## src/hdl/bmpd_pkg.sv

```systemverilog
`default_nettype none

package bmpd_pkg;

  // field widths fixed by the item format
  localparam int unsigned CoordW   = 12;
  localparam int unsigned ByteCntW = 14;
  localparam int unsigned RgbW     = 24;

  // widest row the decoder walks; wider settings are clamped to it
  localparam int unsigned MAX_WIDTH = 4095;

  // default palette size
  localparam int unsigned PALETTE_DEPTH_DEF = 256;

  // decoupling queue between front and back
  localparam int unsigned QDepth = 4;
  localparam int unsigned QAw    = $clog2(QDepth);

  // pixel modes
  localparam logic [1:0] MODE_4BPP  = 2'd0;
  localparam logic [1:0] MODE_8BPP  = 2'd1;
  localparam logic [1:0] MODE_24BPP = 2'd2;
  localparam logic [1:0] MODE_OFF   = 2'd3;

  // item opcodes
  localparam logic OP_PALETTE = 1'b0;
  localparam logic OP_DATA    = 1'b1;

  // register indexes on the apb port
  localparam logic [1:0] REG_MODE   = 2'd0;
  localparam logic [1:0] REG_WIDTH  = 2'd1;
  localparam logic [1:0] REG_HEIGHT = 2'd2;

  // register reset values
  localparam logic [1:0]        MODE_RST   = MODE_8BPP;
  localparam logic [CoordW-1:0] WIDTH_RST  = 12'd1;
  localparam logic [CoordW-1:0] HEIGHT_RST = 12'd1;

  // low nibble of a 4-bit byte
  localparam logic [7:0] NIBBLE_MASK = 8'h0F;

  typedef struct packed {
    logic       op;
    logic [7:0] entry_index;
    logic [7:0] entry_blue;
    logic [7:0] entry_green;
    logic [7:0] entry_red;
    logic [7:0] data_byte;
  } in_item_t;

  typedef struct packed {
    logic [CoordW-1:0] pixel_x;
    logic [CoordW-1:0] pixel_y;
    logic [7:0]        red;
    logic [7:0]        green;
    logic [7:0]        blue;
    logic              last;
  } out_item_t;

  typedef struct packed {
    logic [1:0]        mode;
    logic [CoordW-1:0] width;
    logic [CoordW-1:0] height;
  } cfg_t;

  // one classified job: a palette write or one/two pixels
  typedef struct packed {
    logic              is_write;
    logic              two;
    logic              direct;
    logic [CoordW-1:0] x;
    logic [CoordW-1:0] y;
    logic [7:0]        idx0;
    logic [7:0]        idx1;
    logic [RgbW-1:0]   rgb;
  } job_t;

endpackage

`default_nettype wire

```

## src/hdl/bmpd_queue.sv

```systemverilog
`default_nettype none

module bmpd_queue (
  input  wire logic           clk_i,
  input  wire logic           rst_ni,
  input  wire logic           push_i,
  input  wire bmpd_pkg::job_t job_i,
  output logic                full_o,
  input  wire logic           pop_i,
  output logic                valid_o,
  output bmpd_pkg::job_t      head_o
);
  import bmpd_pkg::*;

  job_t           mem_q [QDepth];
  logic [QAw-1:0] wptr_q, rptr_q;
  logic [QAw:0]   cnt_q;

  assign full_o  = (cnt_q == (QAw + 1)'(QDepth));
  assign valid_o = (cnt_q != '0);
  assign head_o  = mem_q[rptr_q];

  // entry storage
  always_ff @(posedge clk_i) begin
    if (push_i) begin
      mem_q[wptr_q] <= job_i;
    end
  end

  // pointers and fill level
  always_ff @(posedge clk_i or negedge rst_ni) begin
    if (!rst_ni) begin
      wptr_q <= '0;
      rptr_q <= '0;
      cnt_q  <= '0;
    end else begin
      if (push_i) begin
        wptr_q <= wptr_q + 1'b1;
      end
      if (pop_i) begin
        rptr_q <= rptr_q + 1'b1;
      end
      case ({push_i, pop_i})
        2'b10:   cnt_q <= cnt_q + 1'b1;
        2'b01:   cnt_q <= cnt_q - 1'b1;
        default: cnt_q <= cnt_q;
      endcase
    end
  end

endmodule

`default_nettype wire

```

## config.mk

```make
export PLATFORM = sky130hd
export DESIGN_NAME = bmpd_queue
export DESIGN_NICKNAME = d
export VERILOG_FILES = /design/src/hdl/bmpd_pkg.sv /design/src/hdl/bmpd_queue.sv
export SDC_FILE = /design/constraint.sdc
export NUM_CORES = 1
export LEC_CHECK = 0
export ABC_AREA = 1
export ABC_CLOCK_PERIOD_IN_PS = 2470
export BUFFER_PORTS_ARGS = -buffer_cell sky130_fd_sc_hd__buf_2
export CAP_MARGIN = 40
export CORE_MARGIN = 1
export CORE_UTILIZATION = 35
export CTS_CLUSTER_DIAMETER = 30
export DETAILED_ROUTE_END_ITERATION = 7
export PLACE_DENSITY = 0.58
export SKIP_LAST_GASP = 1
export SLEW_MARGIN = 5
export SYNTH_ARGS = -nofsm -noshare
export SYNTH_HDL_FRONTEND = slang
export SYNTH_SLANG_ARGS = --single-unit
```

## constraint.sdc

```tcl
create_clock -name clk_i -period 2.47 [get_ports clk_i]
set_clock_uncertainty 0.15 [all_clocks]
set_input_delay 0 -clock clk_i [delete_from_list [all_inputs] [get_ports clk_i]]
set_output_delay 0 -clock clk_i [all_outputs]
set_load 0.02 [all_outputs]
```

# Word level (Yosys, flattened, before mapping)
# Memory sizes are Yosys's and may differ from the RTL's.
# Index checks and enable logic that the tools add are counted.
classes:
  n_eq_ne: 3
  n_addsub: 4
  mux: 3
  reduce_logical: 2
ops:
  columns: ["operator", "count"]
  rows:
  - ["case mux 3 bit (2 select lines)", 1]
  - ["adder 2 x 1 -> 2 bit, second input constant", 2]
  - ["adder 3 x 1 -> 3 bit, second input constant", 1]
  - ["== test 3 bit, second input constant", 1]
  - ["nonzero test 3 bit", 1]
  - ["subtractor 3 x 1 -> 3 bit, second input constant", 1]
  - ["== test 2 x 1 -> 1 bit, second input constant", 1]
  - ["== test 2 bit, second input constant", 1]
  - ["two-way mux 1 bit", 2]
  - ["nonzero test 2 bit", 1]
totals:
  ram_bits: 268
  out_inout_bits: 69
  word_cells: 16
  n_memories: 1
  ff_bits: 7
mem_list:
  columns: ["name", "depth", "width", "read_ports", "rd_ports_with_merged_regs", "wr", "line", "text"]
  rows:
  - ["mem_q", 4, 67, 1, 0, 1, "bmpd_queue.sv:15", "job_t mem_q [QDepth];"]

# Depth between registers and ports, before layout
# Gate-level depths: netlist of run 1.
logic_depth:
  depth_word: 2
  ltp_mapped: 10

# Worst setup path before layout of run 1
# OpenSTA, ideal clock, no wires.
synth_path:
  path_kind: "reg2reg"
  start: "register wptr_q[0]"
  end: "memory mem_q[2][0] (netlist bit) (enable)"
  required_time_ns: 1.899
  synth_period_minus_slack_ns: 2.553
  path_stages_with_launch: 5
  n_path_buf: 0
  path_slack_ns: -0.083
  t_arrival_ns: 1.981
  path_cell_list: "dfrtp_1 > inv_1 > ha_1 > nand2_1 > inv_1"
synth_lines:
  columns: ["element", "line", "text"]
  rows:
  - ["start: declaration", "bmpd_queue.sv:16", "logic [QAw-1:0] wptr_q, rptr_q;"]
  - ["start signal: assignment", "bmpd_queue.sv:38", "wptr_q <= wptr_q + 1'b1;"]
  - ["end: declaration", "bmpd_queue.sv:15", null]
# No word-level cell before the write port.

==> out/results.ini, run 1 <==
[status]
status=finished, final reports clean

[worst_setup_path]
crit_chain=inv_4 > buf_4 > o211ai_2 > nand2_1 > buf_2
r2r-end=mem_q[3][41]
cp-start-kind=flip-flop
reg2reg_slack_ns=0.61
crit_required_ns=2.32
r2r_start=wptr_q[0]
worstSetupPathType=flip-flop to primary output
worstPathArrival_ns=2.11
worstPathMaxFanout=26
cpMaxStageDelayCell=dfrtp_4
max_stage_delay_ns=0.50
end_kind=primary output
rr_worst_depth=4

[grt]
overflow=0
grt_pass1_vias=7011
grt_pass1_wl_um=37200
grt_max_degree=68
grt_usage_pct=14.2
antenna_found_initial=2

[sta]
relSlewSlack_pct=64.6
slew_violations=0
tightest_slew_ns=0.531
hold_violations=0
fin_setup_tns_ns=0
rsz0062_at_grt=no
holdWs_ns=0.0382
setup_violations=0
fin_crit_ns=2.26
fin_crit_sh_pct=91.7
fmax_mhz=442

[routing]
drc=0
drt_iter0_markers=292
via_per_inst=4.39
vias=6878
firstDrtPassIters=4
wl_um=23500
ant_nets=0
wire_per_inst_um=15.0

[run]
max_cap_viol_count=0

[die]
die-height_um=184
chipWidth_um=184
pin_count=140
initial_core_util_pct=35.6
core_area_um2=32600
floorplan.die_area_um2=33900
rows=66

[yosys]
synth-seq-cells=275
ys_warn_count=0
synth_cells=831
ys.flop_type=edfxtp_1
syn_avg_cell_area_um2=14.0
yosys-top-cells-count=edfxtp_1 (268), nand2_1 (212), inv_1 (147)
yosysTopAreaCell=edfxtp_1
ys_seq_area_share_pct=70.7
yosysUniqueCellTypes=21
mappedNetlistArea_um2=11600
yosysMostFrequentCell=edfxtp_1
synth_fp_nets=908
async_flop_share_pct=2.55
yosys.area.top_type_share_pct=69.2
synthTopCellsByArea=edfxtp_1 (69%), o211ai_2 (9.8%), nand2_1 (6.8%), inv_1 (4.7%), o211ai_1 (2.8%)
synth_edf_count=268

[cts]
cts_tree=done
cts_buffer_depth=3
numCtsBuffers=58
clock-sinks=275
htree_levels=2
clkLatencyLatePin_ns=0.56
root_buffer=clkbuf_16
path_clk_slew_ns=0.05

[pwr]
peakVddDrop_uv=691
power.leakage_nw=6.28
p_per_area_nw_per_um2=1340

[layout]
syn_to_final_growth_pct=32.6
layout.nets=1153
drive_above_1_share_pct=32.0

[min_path]
hp-start=job_i[1]
min_path_cells=2
hp-class=input pin to flip-flop
holdPathEnd=mem_q[3][1]

[placement]
io_buffers=139
dp_hpwl_um=13400
routabilityCongestion=0.666

worst max-delay path: cells and delay by family (launching register included):
family / cells / cell delay [ns]
flip-flops: 1 / 0.50
buffers and inverters: 3 / 0.81
AO/OA/AOI/OAI: 1 / 0.12
AND/OR/NAND/NOR: 1 / 0.12
power by group:
part           switching (mW)  internal [mW]
logic                    4.46           2.18
clock network            2.54           5.07
registers               0.303           6.13
what timing repair did:
action | CTS | global route
setup endpoints to repair | 0 | 3
hold endpoints to repair | 282 | 0
hold buffers | 71 | 0
buffers inserted | 0 | 1
gates resized for setup | 0 | 0
cell families (layout without fill, tap and decap cells):
| group | count (synthesis) | in the layout | synth area share, % |
|---|---|---|---|
| AOI/OAI and AO/OA | 136 | 136 | 12.7 |
| adders and majority gates | 6 | 6 | 0.710 |
| xor gates and xnor gates | 4 | 4 | 0.301 |
| other | 0 | 2 | 0 |
| DFF | 275 | 275 | 70.7 |
| buffers and inverters | 194 | 486 | 8.58 |
| and+or+nand+nor | 216 | 216 | 7.03 |
metrics by stage:
stage	total power [mW]	instances	instance area (um^2)	utilization (%)	setup WS, ns
final	20.7	1567	15400	47.2	0.206
after global routing	21.8	1566	15400	47.2	0.0996
after CTS	20.9	1564	15400	47.2	0.0872
after detailed placement	13.2	1386	12700	39.0	0.593
after global placement	13.1	1386	12700	39.0	0.588
after floorplan	11.4	831	11600	-	0.00173
cells in the final DEF (no fill, tap or decap), types with 3 or more instances in the layout:
cell / synthesis / final
dlygate4sd3_1: 0 / 71
buf_4: 1 / 11
clkinv_2: 0 / 11
clkinv_4: 0 / 4
buf_12: 1 / 9
clkinvlp_4: 0 / 9
o211ai_2: 91 / 91
dfrtp_1: 7 / 5
xor2_1: 3 / 3
ha_1: 5 / 5
edfxtp_1: 268 / 268
nand2_1: 212 / 212
inv_6: 0 / 15
clkbuf_16: 0 / 58
buf_2: 14 / 139
clkbuf_1: 1 / 4
inv_1: 147 / 143
bufinv_16: 0 / 7
o211ai_1: 43 / 43
final cells by class:
type                       instances  area (um^2)
multi-input combinational        362         2410
clock inverter                    45          495
inverter                         148          571
sequential                       275         8230
timing repair buffer             231         1680
antenna                            2         5.00
tap                              442          553
fill                            2816        17200
clock buffer                      62         1470
layer usage:
layer / GRT usage, % / wire [um]
met1: 17.4 / 10500
met2: 24.3 / 11500
met3: 3.87 / 1130
met4: 4.77 / 412
met5: 0 / 0
state kept, by name (all words and copies together), names as in the netlist:
name	count
mem_q	268
rptr_q	2
wptr_q	2
cnt_q	3
worst max path at each step:
stage              start           end  cells past startpoint  slack, ns
3_3_place_gp   wptr_q[0]  mem_q[3][49]                      4       0.59
6_report       rptr_q[1]    head_o[55]                      5       0.21
4_1_cts        rptr_q[0]    head_o[58]                      5       0.09
2_1_floorplan  wptr_q[0]   mem_q[3][0]                      3      0.002
3_5_place_dp   wptr_q[0]  mem_q[3][47]                      4       0.59
5_1_grt        rptr_q[1]    head_o[53]                      5        0.1
(Power assumes the default switching activity.)
==> inputs of run 2 (changes only) <==
Settings changed: ABC_CLOCK_PERIOD_IN_PS 2470 to 2100, PLACE_DENSITY 0.58 to 0.57.
Clock period 2.47 ns to 2.1 ns, I/O delays scaled along.
==> run 2 against run 1 <==
  * Sequential power rose by 17%
  * Combinational power grew 30%
  * Clock power grew 14%
  * Setup slack got worse by 0.13 ns
  * Via count rose by 0.64%
  * Critical endpoint is now head_o[0]
==> out/results.ini, run 2 (synthesis gave the netlist of run 1 again) <==
[routing]
wl_um=24900  ; was 23,500 um
drt_iter0_markers=356  ; was 292
wire_per_inst_um=15.9  ; was 15.0 um
via_per_inst=4.43  ; was 4.39
drc=0  ; unchanged
ant_nets=0  ; unchanged
firstDrtPassIters=5  ; was 4
vias=6922  ; was 6,878

[worst_setup_path]
crit_chain=buf_6 > clkbuf_16 > o211ai_2 > nand2_1 > buf_2  ; was inv_4 > buf_4 > o211ai_2 > nand2_1 > buf_2
cpMaxStageDelayCell=dfrtp_4  ; unchanged
reg2reg_slack_ns=0.38  ; was 0.61 ns
end_kind=primary output  ; unchanged
crit_required_ns=1.95  ; was 2.32 ns
max_stage_delay_ns=0.50  ; about the same
cp-start-kind=flip-flop  ; unchanged
worstPathArrival_ns=1.88  ; was 2.11 ns
worstSetupPathType=flip-flop to primary output  ; unchanged
worstPathMaxFanout=17  ; was 26

[die]
core_area_um2=32600  ; unchanged
initial_core_util_pct=35.6  ; unchanged
rows=66  ; unchanged
pin_count=140  ; unchanged
floorplan.die_area_um2=33900  ; unchanged
chipWidth_um=184  ; unchanged
die-height_um=184  ; unchanged

[grt]
overflow=0  ; unchanged
grt_max_degree=71  ; was 68
antenna_found_initial=3  ; was 2
grt_pass1_vias=6989  ; was 7,011
grt_pass1_wl_um=38200  ; was 37,200 um
grt_usage_pct=14.7  ; was 14.2%

[sta]
hold_violations=0  ; unchanged
slew_violations=0  ; unchanged
rsz0062_at_grt=yes  ; was no
relSlewSlack_pct=73.9  ; was 64.6%
tightest_slew_ns=0.392  ; was 0.531 ns
fin_crit_sh_pct=96.6
fin_ws_ns=0.0721  ; was 0.206 ns
setup_violations=0  ; unchanged
fmax_mhz=493
fin_crit_ns=2.03

[placement]
preCtsSetupSlack_ns=0.379  ; was 0.593 ns
dp_hpwl_um=13800  ; was 13,400 um
routabilityCongestion=0.671  ; was 0.666
io_buffers=139  ; unchanged

[layout]
layout.nets=1156  ; was 1,153
top_register=mem_q  ; unchanged
final_cell_mix=edfxtp_1 (268), nand2_1 (208), inv_1 (141)  ; was edfxtp_1 (268), nand2_1 (212), inv_1 (143)
largest_reg_flops=268  ; unchanged
layout_commonest_cell=edfxtp_1  ; unchanged
reg_top3=mem_q (268), cnt_q (3)  ; unchanged
n_fill_cell=2852  ; was 2,816
drive_above_1_share_pct=32.3  ; was 32.0%
syn_to_final_growth_pct=34.4  ; was 32.6%

[status]
status=finished, final reports clean  ; unchanged

[cts]
numCtsBuffers=52  ; was 58
clock-sinks=275  ; unchanged
clkLatencyLatePin_ns=0.53  ; was 0.56 ns
cts_tree=done  ; unchanged
htree_levels=2  ; unchanged
root_buffer=clkbuf_16  ; unchanged
cts_buffer_depth=3  ; unchanged
path_clk_slew_ns=0.05  ; about the same

[pwr]
p_total_mw=24.8  ; was 20.7 mW
power.leakage_nw=6.34  ; was 6.28 nW
p_per_area_nw_per_um2=1590  ; was 1340 nW/um^2
peakVddDrop_uv=703  ; was 691 uV

[min_path]
hp-class=input pin to flip-flop  ; unchanged

[run]
max_cap_viol_count=0  ; unchanged

run 2: cell types whose count changed in the layout (fill, tap and decap cells not counted), sizes merged:
cell,delta
buf,+5
bufinv,+4
clkbuf,+2
clkinv,-1
diode,+1
inv,-14
run 2: through the flow:
step	hold slack, ns	util, %	TNS (ns)	instance area [um^2]	cells
final	0.0693	47.9	0	15600	1564
after global routing	0.0588	47.9	-0.0468	15600	1563
after global placement	-0.297	39.2	0	12800	1384
after detailed placement	-0.291	39.2	0	12800	1384
after CTS	0.0456	47.6	-0.131	15500	1558
after floorplan	-0.446	-	-22.58	11700	831
run 2: path summary, 6_finish.rpt:
kind	start	end	depth (start not counted)
max	rptr_q[0]	head_o[0]	5
min	job_i[57]	mem_q[0][57]	2
max reg2reg	wptr_q[1]	mem_q[1][33]	5
min reg2reg	cnt_q[2]	cnt_q[2]	2
max in group asynchronous	rst_ni	rptr_q[0]	3
min in group asynchronous	rst_ni	cnt_q[0]	3
run 2: worst max-delay path, delay by kind of cell, from the launching register on:
kind	cells	cell delay [ns]
compound gates	1	0.17
buf+inv	3	0.53
flops	1	0.50
simple gates	1	0.13
run 2: power by group:
part	total [mW]	leakage, nW	switching (mW)	internal [mW]
Combinational	8.61	2.90	5.52	3.09
Clock	8.70	0.895	2.68	6.02
Sequential	7.54	2.54	0.331	7.21
Total	24.8	6.34	8.53	16.3
run 2: what timing repair did:
action,in CTS,in global routing
pin swaps,3,10
gates cloned,3,4
hold buffers,71,0
buffers inserted,6,0
gates resized for setup,8,9
setup endpoints to repair,28,42
hold endpoints to repair,282,0
run 2: cell type report:
class | instances | area [um^2] | share of cell area (%)
Sequential cell | 275 | 8230 | 52.7
Tap cell | 442 | 553 | 3.54
Timing Repair Buffer | 240 | 1960 | 12.6
Clock buffer | 60 | 1370 | 8.79
Multi-Input combinational cell | 362 | 2430 | 15.5
Inverter | 148 | 583 | 3.73
Antenna cell | 3 | 7.51 | 0.0480
Clock inverter | 34 | 490 | 3.14
run 2: per-layer routing:
metal	wire length, um	vias up	GRT usage [%]
li1	-	3408	-
met1	11200	3324	18.8
met2	12100	156	24.8
met3	1200	34	3.24
met4	407	0	4.63
met5	0	-	0
