File: config.mk
export PLATFORM = sky130hd
export DESIGN_NAME = bmpd_front
export DESIGN_NICKNAME = d
export VERILOG_FILES = /design/src/hdl/bmpd_pkg.sv /design/src/hdl/bmpd_front.sv
export SDC_FILE = /design/constraint.sdc
export NUM_CORES = 1
export LEC_CHECK = 0
export BUFFER_PORTS_ARGS = -buffer_cell sky130_fd_sc_hd__buf_2
export CORE_UTILIZATION = 49
export CTS_CLUSTER_DIAMETER = 50
export CTS_CLUSTER_SIZE = 24
export DETAILED_ROUTE_END_ITERATION = 10
export MAX_ROUTING_LAYER = met4
export PLACE_DENSITY = 0.77
export SYNTH_ARGS = -nofsm -noshare
export SYNTH_HDL_FRONTEND = slang
export SYNTH_SLANG_ARGS = --single-unit
File: constraint.sdc
create_clock -name clk_i -period 10 [get_ports clk_i]
set_clock_uncertainty 0.2 [all_clocks]
set_input_delay 0.5 -clock clk_i [delete_from_list [all_inputs] [get_ports clk_i]]
set_output_delay 0.5 -clock clk_i [all_outputs]
set_load 0.005 [all_outputs]
File: src/hdl/bmpd_pkg.sv
`default_nettype none

package bmpd_pkg;

  // field widths fixed by the item format
  localparam int unsigned CoordW   = 12;
  localparam int unsigned ByteCntW = 14;
  localparam int unsigned RgbW     = 24;

  // widest row the decoder walks; wider settings are clamped to it
  localparam int unsigned MAX_WIDTH = 4095;

  // default palette size
  localparam int unsigned PALETTE_DEPTH_DEF = 256;

  // decoupling queue between front and back
  localparam int unsigned QDepth = 4;
  localparam int unsigned QAw    = $clog2(QDepth);

  // pixel modes
  localparam logic [1:0] MODE_4BPP  = 2'd0;
  localparam logic [1:0] MODE_8BPP  = 2'd1;
  localparam logic [1:0] MODE_24BPP = 2'd2;
  localparam logic [1:0] MODE_OFF   = 2'd3;

  // item opcodes
  localparam logic OP_PALETTE = 1'b0;
  localparam logic OP_DATA    = 1'b1;

  // register indexes on the apb port
  localparam logic [1:0] REG_MODE   = 2'd0;
  localparam logic [1:0] REG_WIDTH  = 2'd1;
  localparam logic [1:0] REG_HEIGHT = 2'd2;

  // register reset values
  localparam logic [1:0]        MODE_RST   = MODE_8BPP;
  localparam logic [CoordW-1:0] WIDTH_RST  = 12'd1;
  localparam logic [CoordW-1:0] HEIGHT_RST = 12'd1;

  // low nibble of a 4-bit byte
  localparam logic [7:0] NIBBLE_MASK = 8'h0F;

  typedef struct packed {
    logic       op;
    logic [7:0] entry_index;
    logic [7:0] entry_blue;
    logic [7:0] entry_green;
    logic [7:0] entry_red;
    logic [7:0] data_byte;
  } in_item_t;

  typedef struct packed {
    logic [CoordW-1:0] pixel_x;
    logic [CoordW-1:0] pixel_y;
    logic [7:0]        red;
    logic [7:0]        green;
    logic [7:0]        blue;
    logic              last;
  } out_item_t;

  typedef struct packed {
    logic [1:0]        mode;
    logic [CoordW-1:0] width;
    logic [CoordW-1:0] height;
  } cfg_t;

  // one classified job: a palette write or one/two pixels
  typedef struct packed {
    logic              is_write;
    logic              two;
    logic              direct;
    logic [CoordW-1:0] x;
    logic [CoordW-1:0] y;
    logic [7:0]        idx0;
    logic [7:0]        idx1;
    logic [RgbW-1:0]   rgb;
  } job_t;

endpackage

`default_nettype wire

File: src/hdl/bmpd_front.sv
`default_nettype none

module bmpd_front (
  input  wire logic            clk_i,
  input  wire logic            rst_ni,
  input  wire bmpd_pkg::cfg_t     cfg_i,
  input  wire logic            in_valid_i,
  output logic                 in_ready_o,
  input  wire bmpd_pkg::in_item_t in_data_i,
  input  wire logic            q_full_i,
  output logic                 q_push_o,
  output bmpd_pkg::job_t       q_job_o
);
  import bmpd_pkg::*;

  logic [ByteCntW-1:0] rbc_q, rbc_d;
  logic [CoordW-1:0]   row_q, row_d;
  logic [CoordW-1:0]   col_q, col_d;
  logic [1:0]          phase_q, phase_d;
  logic [7:0]          part_lo_q, part_lo_d;
  logic [7:0]          part_hi_q, part_hi_d;

  logic                acc, is_data, run, in_db, row_end;
  logic                lt0, lt1, emit0, emit1, direct;
  logic [CoordW-1:0]   width_c;
  logic [CoordW:0]     col1;
  logic [ByteCntW-1:0] db, stride, pos_nx;
  logic [7:0]          b;

  assign in_ready_o = !q_full_i;
  assign acc        = in_valid_i && !q_full_i;
  assign is_data    = (in_data_i.op == OP_DATA);
  assign b          = in_data_i.data_byte;

  // row geometry from the current registers
  always_comb begin
    if ({2'b0, cfg_i.width} > ByteCntW'(MAX_WIDTH)) begin
      width_c = CoordW'(MAX_WIDTH);
    end else begin
      width_c = cfg_i.width;
    end
    case (cfg_i.mode)
      MODE_4BPP: begin
        db = ByteCntW'(({1'b0, width_c} + 13'd1) >> 1);
      end
      MODE_8BPP: begin
        db = ByteCntW'(width_c);
      end
      default: begin
        db = ({2'b0, width_c} << 1) + {2'b0, width_c};
      end
    endcase
    stride = (db + 14'd3) & ~14'd3;
  end

  assign run     = is_data && (cfg_i.mode != MODE_OFF) && (row_q < cfg_i.height);
  assign pos_nx  = rbc_q + 14'd1;
  assign in_db   = rbc_q < db;
  assign row_end = pos_nx >= stride;
  assign col1    = {1'b0, col_q} + 13'd1;
  assign lt0     = col_q < width_c;
  assign lt1     = col1 < {1'b0, width_c};

  // byte decode and position tracking
  always_comb begin
    rbc_d     = rbc_q;
    row_d     = row_q;
    col_d     = col_q;
    phase_d   = phase_q;
    part_lo_d = part_lo_q;
    part_hi_d = part_hi_q;
    emit0     = 1'b0;
    emit1     = 1'b0;
    direct    = 1'b0;
    if (acc && run) begin
      if (in_db) begin
        case (cfg_i.mode)
          MODE_4BPP: begin
            emit0 = lt0;
            emit1 = lt0 && lt1;
            col_d = col_q + {11'b0, emit0} + {11'b0, emit1};
          end
          MODE_8BPP: begin
            emit0 = lt0;
            col_d = col_q + {11'b0, emit0};
          end
          default: begin
            direct = 1'b1;
            case (phase_q)
              2'd0: begin
                part_lo_d = b;
                phase_d   = 2'd1;
              end
              2'd1: begin
                part_hi_d = b;
                phase_d   = 2'd2;
              end
              default: begin
                emit0     = lt0;
                col_d     = col_q + {11'b0, lt0};
                phase_d   = 2'd0;
                part_lo_d = 8'd0;
                part_hi_d = 8'd0;
              end
            endcase
          end
        endcase
      end
      if (row_end) begin
        rbc_d     = '0;
        col_d     = '0;
        phase_d   = 2'd0;
        part_lo_d = 8'd0;
        part_hi_d = 8'd0;
        row_d     = row_q + 12'd1;
      end else begin
        rbc_d = pos_nx;
      end
    end
  end

  // job for the back end
  always_comb begin
    q_push_o         = acc && (!is_data || emit0);
    q_job_o.is_write = !is_data;
    q_job_o.two      = emit1;
    q_job_o.direct   = direct;
    q_job_o.x        = col_q;
    q_job_o.y        = cfg_i.height - 12'd1 - row_q;
    q_job_o.idx1     = b & NIBBLE_MASK;
    if (!is_data) begin
      q_job_o.idx0 = in_data_i.entry_index;
      q_job_o.rgb  = {in_data_i.entry_red, in_data_i.entry_green, in_data_i.entry_blue};
    end else begin
      q_job_o.idx0 = (cfg_i.mode == MODE_4BPP) ? {4'b0, b[7:4]} : b;
      q_job_o.rgb  = {b, part_hi_q, part_lo_q};
    end
  end

  always_ff @(posedge clk_i or negedge rst_ni) begin
    if (!rst_ni) begin
      rbc_q     <= '0;
      row_q     <= '0;
      col_q     <= '0;
      phase_q   <= 2'd0;
      part_lo_q <= 8'd0;
      part_hi_q <= 8'd0;
    end else begin
      rbc_q     <= rbc_d;
      row_q     <= row_d;
      col_q     <= col_d;
      phase_q   <= phase_d;
      part_lo_q <= part_lo_d;
      part_hi_q <= part_hi_d;
    end
  end

endmodule

`default_nettype wire

# Yosys cells after proc, flatten, opt, wreduce, memory -nomap -nowiden
# Cells that the tools add are included.
dict set report word_totals {
  register_bits 56
  inputBits 71
  out_inout_bits 69
  elab_cells 78
}
dict set report op_classes {
  n_addsub 10
  order_cmp 5
  eq_ne 7
  muxes 31
  n_reduce_logical 19
}
# cell n
set ops {}
lappend ops {{$mux 8} 8}
lappend ops {{$mux 12} 3}
lappend ops {{$pmux 8 s2} 2}
lappend ops {{$pmux 14 s2} 1}
lappend ops {{$add 12x1->13 const B} 2}
lappend ops {{$add 12x1->12} 2}
lappend ops {{$lt 12x12->1} 2}
lappend ops {{$mux 24} 1}
lappend ops {{$pmux 12 s2} 1}
lappend ops {{$add 13x12->14} 1}
lappend ops {{$add 14x1->14 const B} 1}
lappend ops {{$add 14x2->14 const B} 1}
lappend ops {{$ge 14x14->1} 1}
lappend ops {{$lt 14x14->1} 1}
lappend ops {{$mux 14} 1}
lappend ops {{$lt 13x12->1} 1}
lappend ops {{$add 12x1->12 const B} 1}
lappend ops {{$sub 12x1->12 const B} 1}
lappend ops {{$sub 12x12->12} 1}
lappend ops {{$mux 1} 10}
lappend ops {{$reduce_and 4->1} 2}
lappend ops {{$logic_and 1x1->1} 6}
lappend ops {{$mux 2} 3}
lappend ops {{$ne 2x2->1 const B} 3}
lappend ops {{11 further kinds} 16}

# Logic depth before layout (Yosys ltp)
dict set report depth {
  ltp_word 8
  mapped_depth 22
  depth_no_buf 19
}

# Least setup slack after synthesis
# No wires, ideal clock.
dict set report synth_timing {
  path_kind {input port to flip-flop}
  from {in cfg_i[12] (netlist bit)}
  to {reg part_lo_q[0]}
  setup_time_ps 70
  t_arrival_ps 5537
  required_ps 9730
  path_slack_ps 4193
  stages 20
  path_buffers 2
  cell_sequence {ha_1 fa_1 inv_1 a221o_1 or4_4 or3_4 or3_1 buf_2 nor2_1 xor2_1 ha_1 a21o_1 a21o_1 a21oi_1 o21ai_0 or2_2 or2_1 clkbuf_1 nor4_1 a22o_1}
}
dict set report synth_between {
  elab_chain_len 6
  elab_cells_between_ends 11
  cone_classes {3 x add/sub; 2 x order compare; 2 x eq/ne; 2 x mux; 2 x reduce/logical}
}
# element line
set synth_lines {}
lappend synth_lines {{start, declared} bmpd_front.sv:6} ;# input wire bmpd_pkg::cfg_t cfg_i,
lappend synth_lines {{$add 13x12->14 / $add 12x1->13 (equally long branches)} {bmpd_front.sv:50, bmpd_front.sv:44}}
lappend synth_lines {{$pmux 14 s2 *} bmpd_front.sv:42} ;# case (cfg_i.mode)
lappend synth_lines {{$add 14x2->14} bmpd_front.sv:53} ;# stride = (db + 14'd3) & ~14'd3;
lappend synth_lines {{$ge 14x14->1} bmpd_front.sv:59} ;# assign row_end = pos_nx >= stride;
lappend synth_lines {{$ne 2x2->1 (no source line), or another cell as far along} --}
lappend synth_lines {{$reduce_and 4->1 (no source line)} --}
lappend synth_lines {{end signal, assigned} bmpd_front.sv:153} ;# part_lo_q <= part_lo_d;
lappend synth_lines {{end, declared} bmpd_front.sv:20} ;# logic [7:0] part_lo_q, part_lo_d;
# Every way passes the cells marked *; elsewhere a longest branch is shown, timed or not.
# A chain may end at the register's enable or synchronous reset.

# Final worst setup path
dict set report layout_timing {
  from {in cfg_i[12] (netlist bit)}
  to {reg col_q[4]}
}
dict set report layout_between {
  elab_chain_len 6
  elab_cells_between_ends 18
  cone_classes {5 x add/sub; 4 x order compare; 1 x eq/ne; 5 x mux; 3 x reduce/logical}
}
# element line
set layout_lines {}
lappend layout_lines {{$add 13x12->14, or another cell as far along} bmpd_front.sv:50} ;# db = ({2'b0, width_c} << 1) + {2'b0, width_c};
lappend layout_lines {{$pmux 14 s2, or another cell as far along} bmpd_front.sv:42}
lappend layout_lines {{$add 14x2->14, or another cell as far along} bmpd_front.sv:53}
lappend layout_lines {{$ge 14x14->1 / $pmux 12 s2 (equally long branches)} {bmpd_front.sv:59, bmpd_front.sv:77}}
lappend layout_lines {{$ne 4x1->1 (no source line), or another cell as far along} --}
lappend layout_lines {{$reduce_and 3->1 (no source line) / $mux 12 (equally long branches)} --}
lappend layout_lines {{end signal, assigned} bmpd_front.sv:151} ;# col_q <= col_d;
lappend layout_lines {{end, declared} bmpd_front.sv:18} ;# logic [CoordW-1:0] col_q, col_d;
# Several ways; a longest one is shown, not always the timed one. The select of a mux whose other input is x is not followed.

==> results.md <==
- Avg WL per Cell: 16.5 µm
- Layout fillers: 1,160
- Placer Congestion: 0.887
- Top-area cell type share of the netlist area: 21.6%
- Max-cap violations: 0
- Drt via density: 5.94
- First-pass GRT wire length: 28,300 µm
- LEAKAGE: 3.71 nW
- Power per cell area: 115 nW/µm²
- Fraction of registers with async set/reset: 100%
- Post-CTS Resized: 0
- Status: finished, final reports clean
- Part of the Yosys area used for sequential elements: 21.6%
- Setup CP Type: primary input to flip-flop
- Post-DP HPWL: 13,600 µm
- Worst skew pair latency: 0.30 ns
- Total gr overflow: 0
- Post-synth EDFFs: 0
- Ports: 140
- Setup bufs post-CTS: 0
- Top FF cell, synth: dfrtp_1
- Crit path cell chain: buf_2, ha_1, fa_1, inv_1, a221o_1, or4_4, or3_4, or3_1, nor2_1, xor2_1, ha_1, a21o_1, a21o_1, a21oi_1, o21ai_0, or2_2, nor2_1, nand2_1, o31ai_1
- Slew @ Worst Pin: 1.04 ns
- Largest net degree at the start of global routing: 57
- Register bit count reported by yosys: 56
- Final worst-path cycle share: 63.9%
- Initial core utilization: 50.8%
- H-Tree Depth: 2
- CP Launch Type: primary input
- FF/Latch Area: 1400 µm²
- Worst hold path class: primary input to asynchronous set/reset pin
- WP data required: 9.99 ns
- TritonCTS clock tree: built
- Largest cells by area after synthesis: dfrtp_1 22%, ha_1 17%, xnor2_1 6.3%
- VDD IR max: 71.9 µV
- Clock Tree Root: clkbuf_16
- Synth unique cells: 78
- Iteration-0 DRC count of the detailed router: 415
- Most frequent cell after synthesis: ha_1
- Post-synthesis cell count: 778
- Multi-input logic area: 4660 µm²
- GRT Resource Usage Total: 27.1%
- Die X: 117 µm
- Compound-Gate Fraction of Synth Area: 21.9%
- FMAX: 0.157 GHz
- Most frequent cells after synthesis: 90 x ha_1, 67 x nand2_1, 56 x dfrtp_1
- Largest family of logic cells by synthesized area: compound AO/OA/AOI/OAI gates
- Worst path arrival time: 6.38 ns
- Slowest cell on crit path: nor2_1
- Clock transition at the registers of the reported paths: 0.08 ns
- Simple-gate share of the synthesized area: 17.5%
- Die area: 13,700 µm²
- Final setup fails: 0
- Area of the core: 12,800 µm²
- Max-slew headroom: 30.6%
- Port Buffers: 135
- Synth Area in Adders: 18.3%
- Sink Count: 56
- Mux cell area share after synthesis: 4.71%
- DR pass1 iterations: 5
- Longest Clk Path Bufs: 2
- Area Growth Syn to Fin: 13.2%
- Wirelength, routed: 17,400 µm
- # nets final: 1,045
- Initial antenna violation count: 0
- Die Ht: 117 µm
- Xor and xnor area share after synthesis: 9.19%
- Vias in the first global route: 5,877
- Total power: 841 µW
- Critical path endpoint category: flip-flop
- Maximum fanout along the worst path: 21
- Mean Syn Cell Area: 8.33 µm²
- Most area-hungry cell type in the Yosys netlist: dfrtp_1
- CP max stage delay: 0.83 ns
- Max Slew Vio Count: 0
- CTS Hold Bufs: 0
- Setup tns final: 0 ns
- # rows: 41
- Final ANT Viol Nets: 0
- Total CTS buffers: 5
- # DRC: 0
- DR vias: 6,262
- Yosys warns: 0
- Hold Vio Cnt, Final: 0
- Crit path time final: 6.39 ns
- RSZ-0062 raised after global routing: no
- Share of cells above drive strength 1: 20.2%
- Mapped cell area: 6480 µm²
- Antenna Cells: 0
[power breakdown]
group	total, mW	switching [mW]	internal (mW)	leakage (nW)
clock	0.189	0.0918	0.0968	0.0767
sequential	0.313	0.0519	0.261	0.722
combinational	0.339	0.174	0.165	2.91
total	0.841	0.317	0.523	3.71
[cells in the final DEF, fill, tap and decap left out, types with 3 or more instances in the layout]
| cell type | instances |
|---|---|
| buf_4 | 3 |
| conb_1 | 4 |
| inv_1 | 53 |
| a31oi_1 | 3 |
| o21ai_0 | 36 |
| o41ai_1 | 3 |
| o21ai_1 | 13 |
| buf_2 | 135 |
| mux2i_1 | 8 |
| nor2b_1 | 6 |
| ha_1 | 90 |
| mux2_2 | 20 |
| a211oi_1 | 3 |
| nor4_1 | 6 |
| and3_1 | 9 |
| a32o_1 | 9 |
| clkbuf_16 | 5 |
| o21bai_1 | 4 |
| xnor2_1 | 47 |
| nor3_1 | 17 |
| nor2_1 | 29 |
| o31ai_1 | 10 |
| o211ai_1 | 9 |
| dfrtp_1 | 56 |
| nand3_1 | 35 |
| a41oi_1 | 3 |
| nand2b_1 | 7 |
| and2_1 | 5 |
| a21o_1 | 24 |
| or3_1 | 3 |
| nand4_1 | 17 |
| xor2_1 | 21 |
| a22o_1 | 15 |
| a21boi_0 | 3 |
| o2bb2ai_1 | 4 |
| nand2_1 | 67 |
| a21oi_1 | 41 |
| o21a_1 | 6 |
[registers in the layout, summed over array words and instances (netlist names)]
| register | count |
|---|---|
| col_q | 12 |
| part_hi_q | 8 |
| part_lo_q | 8 |
| phase_q | 2 |
| rbc_q | 14 |
| row_q | 12 |
[cell type report]
| type | count | share of cell area (%) |
|---|---|---|
| Multi-Input combinational cell | 625 | 63.5 |
| Clock inverter | 3 | 0.392 |
| Sequential cell | 56 | 19.1 |
| Tap cell | 172 | 2.93 |
| Inverter | 56 | 2.86 |
| Timing Repair Buffer | 138 | 9.51 |
| Clock buffer | 5 | 1.70 |
[kinds of logic (layout without fill, tap and decap cells)]
logic type,count (synthesis),count (layout)
muxes,28,28
AOI/OAI and AO/OA,208,208
and+or+nand+nor,223,223
xor gates and xnor gates,68,68
DFF,56,56
other,1,4
adders and majority gates,94,94
buffers and inverters,100,202
[routing by layer]
layer  track usage [%]  vias up  wire (µm)
met5                 -        -          0
met4              8.10        0        300
met3              2.68       31        898
met2              45.0      241       8450
met1              34.9     2964       7740
li1                  -     3026          -
[worst max-delay path: cells and delay by family]
family                   cells  cell delay [ns]
adder cells (fa/ha/maj)      3             1.13
XOR/XNOR                     1             0.18
AND/OR/NAND/NOR              7             3.11
AO/OA/AOI/OAI                6             1.26
buffers and inverters        2             0.19
[per-stage QoR]
stage / hold slack (ns) / setup WS, ns / area (µm²) / util (%) / cells
3_3_place_gp: 0.266 / 3.47 / 7190 / 56.3 / 1047
5_1_grt: 0.184 / 3.20 / 7340 / 57.5 / 1055
6_report: 0.130 / 3.61 / 7340 / 57.5 / 1055
4_1_cts: 0.167 / 3.67 / 7340 / 57.5 / 1055
2_1_floorplan: 0.00441 / 4.19 / 6490 / - / 781
3_5_place_dp: 0.271 / 3.37 / 7190 / 56.3 / 1047
[worst paths after layout]
kind	start	end	slack (ns)	cells past startpoint
max reg2reg	col_q[2]	col_q[9]	5.01	15
min	rst_ni	rbc_q[11]	0.13	2
max	cfg_i[12]	col_q[4]	3.61	19
min in group clk_i	in_data_i[1]	part_lo_q[1]	0.28	2
min reg2reg	row_q[11]	row_q[11]	0.29	1
max in group asynchronous	rst_ni	rbc_q[0]	8.98	2
Note: power is estimated with default switching activity, not from simulation.
